$ cat src/rtl/npcm_pkg.sv
// Package for the nearest palette color mapper.
// Holds the widths, operation codes and the item record handed along the cell chain.
// No dependencies.
package npcm_pkg;

	localparam int PALETTE_DEPTH = 256;
	localparam int CHAN_W        = 8;
	localparam int INDEX_W       = 8;
	localparam int COUNT_W       = 9;
	localparam int DIST_W        = 18;
	localparam int LATENCY       = 2 * PALETTE_DEPTH + 1;

	localparam logic [COUNT_W-1:0] COUNT_RESET = COUNT_W'(256);
	localparam logic [COUNT_W-1:0] COUNT_MAX   = COUNT_W'(PALETTE_DEPTH);
	localparam logic [DIST_W-1:0]  DIST_MAX    = DIST_W'(195075);

	typedef enum logic {
		OP_WRITE = 1'b0,
		OP_MAP   = 1'b1
	} op_t;

	typedef struct packed {
		logic                valid;
		op_t                 op;
		logic [INDEX_W-1:0]  entry_index;
		logic [CHAN_W-1:0]   red;
		logic [CHAN_W-1:0]   green;
		logic [CHAN_W-1:0]   blue;
		logic [INDEX_W-1:0]  best_index;
		logic [DIST_W-1:0]   best_dist;
	} item_t;

endpackage

$ cat src/rtl/npcm_dist.sv
// Squared RGB distance between a stored palette color and a pixel.
// Uses npcm_pkg for the channel and distance widths.
module npcm_dist (
	input  logic [npcm_pkg::CHAN_W-1:0] red_a,
	input  logic [npcm_pkg::CHAN_W-1:0] green_a,
	input  logic [npcm_pkg::CHAN_W-1:0] blue_a,
	input  logic [npcm_pkg::CHAN_W-1:0] red_b,
	input  logic [npcm_pkg::CHAN_W-1:0] green_b,
	input  logic [npcm_pkg::CHAN_W-1:0] blue_b,
	output logic [npcm_pkg::DIST_W-1:0] sq_sum
);

	logic [npcm_pkg::CHAN_W-1:0]   diff_r, diff_g, diff_b;
	logic [2*npcm_pkg::CHAN_W-1:0] sq_r, sq_g, sq_b;

	always_comb begin
		diff_r = (red_a   >= red_b)   ? red_a   - red_b   : red_b   - red_a;
		diff_g = (green_a >= green_b) ? green_a - green_b : green_b - green_a;
		diff_b = (blue_a  >= blue_b)  ? blue_a  - blue_b  : blue_b  - blue_a;
		sq_r   = diff_r * diff_r;
		sq_g   = diff_g * diff_g;
		sq_b   = diff_b * diff_b;
		sq_sum = npcm_pkg::DIST_W'(sq_r) + npcm_pkg::DIST_W'(sq_g) + npcm_pkg::DIST_W'(sq_b);
	end

endmodule

$ cat src/rtl/npcm_cell.sv
// One palette cell: holds one entry, measures the passing pixel, keeps the nearer best.
// Two stages: distance, then compare. Uses npcm_pkg and npcm_dist.
module npcm_cell (
	input  logic                           clk,
	input  logic                           arst_n,
	input  logic [npcm_pkg::INDEX_W-1:0]   cell_idx,
	input  logic [npcm_pkg::COUNT_W-1:0]   search_count,
	input  npcm_pkg::item_t                item_in,
	output npcm_pkg::item_t                item_out
);

	logic [npcm_pkg::CHAN_W-1:0] entry_r_q, entry_g_q, entry_b_q;
	logic [npcm_pkg::DIST_W-1:0] cur_dist;
	logic [npcm_pkg::DIST_W-1:0] dist_s1;
	npcm_pkg::item_t             item_s1;
	npcm_pkg::item_t             item_s2;
	npcm_pkg::item_t             next_s2;
	logic                        active;

	npcm_dist u_dist (
		.red_a   (entry_r_q),
		.green_a (entry_g_q),
		.blue_a  (entry_b_q),
		.red_b   (item_in.red),
		.green_b (item_in.green),
		.blue_b  (item_in.blue),
		.sq_sum  (cur_dist)
	);

	// latch the entry when a write for this cell passes
	always_ff @(posedge clk) begin
		if (item_in.valid && item_in.op == npcm_pkg::OP_WRITE &&
				item_in.entry_index == cell_idx) begin
			entry_r_q <= item_in.red;
			entry_g_q <= item_in.green;
			entry_b_q <= item_in.blue;
		end
	end

	always_comb begin
		active  = {1'b0, cell_idx} < search_count;
		next_s2 = item_s1;
		if (item_s1.valid && item_s1.op == npcm_pkg::OP_MAP && active &&
				dist_s1 < item_s1.best_dist) begin
			next_s2.best_dist  = dist_s1;
			next_s2.best_index = cell_idx;
		end
	end

	always_ff @(posedge clk or negedge arst_n) begin
		if (!arst_n) begin
			dist_s1 <= '0;
			item_s1 <= '0;
			item_s2 <= '0;
		end else begin
			dist_s1 <= cur_dist;
			item_s1 <= item_in;
			item_s2 <= next_s2;
		end
	end

	assign item_out = item_s2;

endmodule

$ cat config.mk
export PLATFORM = sky130hd
export DESIGN_NAME = npcm_cell
export DESIGN_NICKNAME = d
export VERILOG_FILES = /design/src/rtl/npcm_pkg.sv /design/src/rtl/npcm_dist.sv /design/src/rtl/npcm_cell.sv
export SDC_FILE = /design/constraint.sdc
export NUM_CORES = 1
export LEC_CHECK = 0
export CORE_MARGIN = 2
export CORE_UTILIZATION = 65
export CTS_BUF_LIST = sky130_fd_sc_hd__clkbuf_8
export DETAILED_ROUTE_END_ITERATION = 8
export DONT_BUFFER_PORTS = 1
export GPL_TIMING_DRIVEN = 0
export PLACE_DENSITY_LB_ADDON = 0.08
export SLEW_MARGIN = 10
export SYNTH_ARGS = -nofsm -noshare
export SYNTH_HDL_FRONTEND = slang
export SYNTH_SLANG_ARGS = --single-unit
$ cat constraint.sdc
create_clock -name clk -period 13.6 [get_ports clk]
set_input_delay 2.72 -clock clk [delete_from_list [all_inputs] [get_ports clk]]
set_output_delay 2.72 -clock clk [all_outputs]
set_load 0.01 [all_outputs]
# [Word-level counts from Yosys, hierarchy flattened]
# Cells that the tools add are included.
[totals] ff_bits=162 input_bits=79 wordCells=47
[op_classes] addsub=8 n_mul=3 order_cmp=5 eq_ne=1 mux=4 bitwise=1 n_reduce_logical=5
[op_table] cell="multiplier 8 x 8 -> 16 bit" n=3
[op_table] cell="subtractor 8 bit" n=6
[op_table] cell="2-to-1 mux 26 bit" n=1
[op_table] cell="greater-or-equal comparator 8 bit" n=3
[op_table] cell="2-to-1 mux 8 bit" n=3
[op_table] cell="adder 18 x 16 -> 18 bit" n=1
[op_table] cell="less-than comparator 18 bit" n=1
[op_table] cell="adder 16 x 16 -> 17 bit" n=1
[op_table] cell="less-than comparator 8 x 9 -> 1 bit" n=1
[op_table] cell="== test 8 bit" n=1
[op_table] cell="logical AND 1 bit" n=5
[op_table] cell="inverter 1 bit" n=1

# [Logic depth before layout (Yosys ltp)]
[depth] depth_word=5 depth_mapped=41 depth_no_buf=41

# [Cells and area by module]
# From an unflattened synthesis, not the netlist that was laid out.
[unflattened] hier_cells=1170 area_unflattened_um2=12827.3
[by_module_without_submodules] module="npcm_dist" instances=1 cells_each=880 area_each_um2=7526.0
[by_module_without_submodules] module="npcm_cell" instances=1 cells_each=290 area_each_um2=5301.3

# [Worst setup path before layout]
# OpenSTA, ideal clock, no wires.
[synth_timing] kind="input to register" start="in item_in[42] (netlist bit)" end="reg dist_s1[17] (netlist bit)" t_arrival_ns=12.279 slack_ns=1.190 stages=36 path_buffers=0 cell_sequence="ha_1 inv_1 fa_1 a21o_1 a21oi_2 a21oi_2 a211oi_4 mux2i_1 xor2_1 nand2_1 fa_1 fa_1 fa_1 inv_1 fa_1 fa_1 inv_1 fa_1 inv_1 ha_1 inv_1 o21bai_1 xnor2_1 fa_1 fa_1 inv_1 fa_1 inv_1 fa_1 inv_1 ha_1 a21boi_0 o21bai_1 a311oi_1 or4_1 nand4_1"
[synth_via] elab_chain_len=5
[synth_rtl] element="start, declared" line="npcm_cell.sv:8" rtl="input npcm_pkg::item_t item_in,"
[synth_rtl] element="subtractor 8 bit / greater-or-equal comparator 8 bit (equally long branches)" line="npcm_dist.sv:17" rtl="diff_r = (red_a >= red_b) ? red_a - red_b : red_b - red_a;"
[synth_rtl] element="2-to-1 mux 8 bit (*)" line="npcm_dist.sv:17"
[synth_rtl] element="multiplier 8 x 8 -> 16 bit (*)" line="npcm_dist.sv:20" rtl="sq_r = diff_r * diff_r;"
[synth_rtl] element="adder 16 x 16 -> 17 bit (*)" line="npcm_dist.sv:23" rtl="sq_sum = npcm_pkg::DIST_W'(sq_r) + npcm_pkg::DIST_W'(sq_g) + npcm_pkg::DIST_W'(sq_b);"
[synth_rtl] element="adder 18 x 16 -> 18 bit (*)" line="npcm_dist.sv:23"
[synth_rtl] element="via cur_dist, one bit" line="npcm_cell.sv:13" rtl="logic [npcm_pkg::DIST_W-1:0] cur_dist;"
[synth_rtl] element="end signal, assigned" line="npcm_cell.sv:56" rtl="dist_s1 <= cur_dist;"
[synth_rtl] element="end, declared" line="npcm_cell.sv:14" rtl="logic [npcm_pkg::DIST_W-1:0] dist_s1;"
# The timed path passes the listed nets; every way through them passes the cells marked *.
# A chain may end at the register's enable or synchronous reset.

# [Final worst setup path]
# Same ends and word-level chain as after synthesis.

==> impl_summary.log <==
[metrics] total of hold buffers inserted after clock tree synthesis: 0
[metrics] cell area after layout: 0.0138 mm2
[metrics] status: finished, final reports clean
[metrics] number of synthesized register bits: 162
[metrics] IO Pins: 139
[metrics] max_slew headroom: 35.5%
[metrics] count of buffers added by post-CTS timing repair for setup: 0
[metrics] CTS HTree Levels: 4
[metrics] top flip-flop cell by instance count after synthesis: dfrtp_1
[metrics] maximum number of pins on one net before global-route repair: 139
[metrics] clock transition at the registers of the reported paths: 0.11 ns
[metrics] Starting DRT DRC Count: 279
[metrics] synthesis-to-finish area growth: 6.32%
[metrics] sequential share of the synthesized area: 32.2%
[metrics] Period minus WS final: 12.99 ns
[metrics] most common cell after layout, fill and taps aside: inv_1
[metrics] layout net count: 1609
[metrics] share of flip-flops with an asynchronous set or reset: 85.2%
[metrics] number of synthesis warnings: 0
[metrics] clk root buf: clkbuf_8
[metrics] arithmetic-cell share of the synthesized area counting full adders, half adders and majority gates: 34.7%
[metrics] Total Die Area: 0.0211 mm2
[metrics] GR peak layer: met2
[metrics] number of antenna repair diodes: 0
[metrics] initial antenna violation count: 0
[metrics] vias in the first global route: 8673
[metrics] Final Hold Viols: 0
[metrics] slew at the pin closest to its max-slew limit: 0.961 ns
[metrics] data required time at the worst endpoint: 13.95 ns
[metrics] critical path capture point type: flop
[metrics] area of the core: 0.0195 mm2
[metrics] number of synthesized flops with an enable pin: 24
[metrics] fin crit share: 95.5%
[metrics] post-DR vias/cell: 5.35
[metrics] most used cells in the layout excluding fill and tap cells: 267 x inv_1, 163 x ha_1, 138 x dfrtp_1, 123 x fa_1, 94 x nor2_1
[metrics] Routed WL: 23.5 mm
[metrics] wire length per cell: 15.5 um
[metrics] final RePlAce weighted congestion: 0.897
[metrics] crit start category: input port
[metrics] DP Wirelength: 19.3 mm
[metrics] die span in y: 145 um
[metrics] latest clock arrival within the worst-skew pair: 0.46 ns
[metrics] met2 Usage GRT: 41.9%
[metrics] fraction of met1 tracks used by global routing: 29.4%
[metrics] cell with the largest stage delay on the worst path: xor2_1
[metrics] total count of max-transition violations in the final report: 0
[metrics] number of optimization iterations in the first detailed-route pass: 5
[metrics] TritonCTS clock tree: yes
[metrics] critical path's top delay family: adder cells
[metrics] first-pass GRT wire length: 40.8 mm
[metrics] met3 Track Usage GR: 4.72%
[metrics] Tightest Hold Check Type: flop to flop
[metrics] register area: 0.00417 mm2
[metrics] Worst path max stage delay: 0.69 ns
[metrics] post-cts gate resize count: 0
[metrics] placed instance area: 0.0133 mm2
[metrics] worst-path maximum fanout: 8
[metrics] max-capacitance violation count: 0
[metrics] Most Frequent Cell on Critical Path: fa_1
[metrics] final antenna-violating net count: 0
[metrics] data arrival time of the critical path: 13.34 ns
[metrics] upper clock frequency limit: 77.0 MHz
[metrics] cells after synthesis: 1222
[metrics] footprint of the multi-input gates: 0.00768 mm2
[metrics] count of cell types in the netlist: 64
[metrics] Num Clock Sinks: 162
[metrics] overall global routing resource usage: 23.8%
[metrics] residual overflow from global routing: 0
[metrics] layout cell share with drive strength beyond 1: 8.35%
[metrics] synthesized-area fraction occupied by ao, oa, aoi and oai cells: 8.78%
[metrics] Setup Crit Path Kind: input port to flop
[metrics] number of buffers inserted during clock tree synthesis: 17
[metrics] simple logic cell fraction of the synthesized area: 7.95%
[metrics] average footprint of a synthesized cell: 10.6 um2
[metrics] Filler cells: 1456
[metrics] die outline width: 145 um
[metrics] post-synthesis xor/xnor area fraction: 3.96%
[metrics] Post-Synthesis Net Count: 1587
[metrics] final count of negative-setup-slack endpoints: 0
[metrics] Clock Skews: 0.0188 ns
[metrics] starting density of the core: 66.4%
[metrics] dominant combinational cell family by area after synthesis: adder cells
[metrics] Vias: 8144
[metrics] CP bufs+invs: 10
[metrics] remaining design rule violation count: 0
[metrics] buffer levels on the longest clock path: 2
[metrics] Port Buf Inserts: 0
[metrics] number of rows created at floorplan: 51
[metrics] area of the mapped netlist: 0.0130 mm2
[metrics] multiplexer area fraction after synthesis: 3.60%
-- synthesized netlist by cell type (4+ instances only) --
| library cell | instances | area, um2 |
|---|---|---|
| o21bai_1 | 8 | 60.1 |
| nand3_1 | 5 | 25.0 |
| nor2b_1 | 11 | 68.8 |
| a21oi_1 | 53 | 265 |
| a31o_2 | 5 | 43.8 |
| buf_2 | 10 | 50.1 |
| a211oi_1 | 4 | 30.0 |
| o21a_1 | 9 | 67.6 |
| xnor2_1 | 30 | 263 |
| mux2i_1 | 16 | 160 |
| fa_1 | 123 | 2460 |
| and2_1 | 6 | 37.5 |
| o21ai_0 | 19 | 95.1 |
| nor3_1 | 10 | 50.1 |
| nand2_1 | 32 | 120 |
| a21o_1 | 29 | 218 |
| inv_1 | 267 | 1000 |
| o211ai_1 | 8 | 60.1 |
| ha_1 | 163 | 2040 |
| clkbuf_1 | 4 | 15.0 |
| nand2b_1 | 26 | 163 |
| xor2_1 | 23 | 201 |
| mux2_2 | 26 | 293 |
| nand4_1 | 14 | 87.6 |
| or2_1 | 4 | 25.0 |
| a221o_1 | 4 | 40.0 |
| edfxtp_1 | 24 | 721 |
| a31oi_1 | 5 | 31.3 |
| dfrtp_1 | 138 | 3450 |
| nor2_1 | 94 | 353 |
-- stage by stage --
step	hold WS (ns)	setup TNS [ns]	utilization [%]	cells	setup WS, ns
after floorplan	0.331	0	-	1222	1.19
after global placement	0.331	0	68.1	1487	0.0843
after detailed placement	0.335	-0.0990	68.2	1490	-0.0990
after CTS	0.351	0	70.5	1522	0.426
after global routing	0.348	-0.00117	70.6	1522	-0.00117
final	0.346	0	70.6	1522	0.609
-- per-layer routing --
| layer | part of all wire (%) | vias up |
|---|---|---|
| met3 | 4.0 | 33 |
| met4 | 2.3 | 0 |
| li1 | - | 3940 |
| met1 | 43 | 4004 |
| met2 | 51 | 167 |
| met5 | 0 | - |
-- cell type report --
class / instances / area share (%)
buffer: 20 / 0.881
clock buffer: 17 / 1.70
clock inverter: 15 / 1.44
inverter: 270 / 7.36
multi-input combinational: 770 / 55.7
sequential: 162 / 30.3
tap: 265 / 2.41
timing repair buffer: 3 / 0.191
-- worst register-to-register path, delay by kind of cell (launching register included) --
kind | cells | cell delay (ns)
buffers and inverters | 11 | 0.82
XOR/XNOR | 2 | 0.85
AO/OA/AOI/OAI | 8 | 2.31
adder cells (fa/ha/maj) | 14 | 6.18
multiplexers | 1 | 0.28
flip-flops | 1 | 0.41
AND/OR/NAND/NOR | 2 | 0.25
-- cells by family (layout without fill, tap and decap cells) --
family | count (synthesis) | after routing
adders and majority gates | 286 | 286
AOI/OAI and AO/OA | 168 | 168
muxes | 43 | 43
buffers and inverters | 290 | 325
and+or+nand+nor | 217 | 217
DFF | 162 | 162
xor gates and xnor gates | 56 | 56
-- registers in the layout, summed over array words and instances, names as in the netlist --
register,count
item_s1,60
entry_b_q,8
dist_s1,18
item_out,60
entry_g_q,8
entry_r_q,8
-- final timing paths --
kind,from,cells past startpoint,slack (ns),endpoint
setup reg to reg,entry_r_q[0]$_DFFE_PP_,38,2.39,dist_s1[17]$_DFF_PN0_
min in group asynchronous,arst_n,0,1.93,item_out[54]$_DFF_PN0_
max in group asynchronous,arst_n,0,11.53,item_out[16]$_DFF_PN0_
hold reg to reg,item_s1[30]$_DFF_PN0_,0,0.35,item_out[30]$_DFF_PN0_
hold / removal,item_s1[30]$_DFF_PN0_,0,0.35,item_out[30]$_DFF_PN0_
setup / recovery,item_in[42],37,0.61,dist_s1[17]$_DFF_PN0_
Power is left out: the tool's default activity adds up to more than one toggle a clock period on the data nets, which glitch-free logic cannot reach.
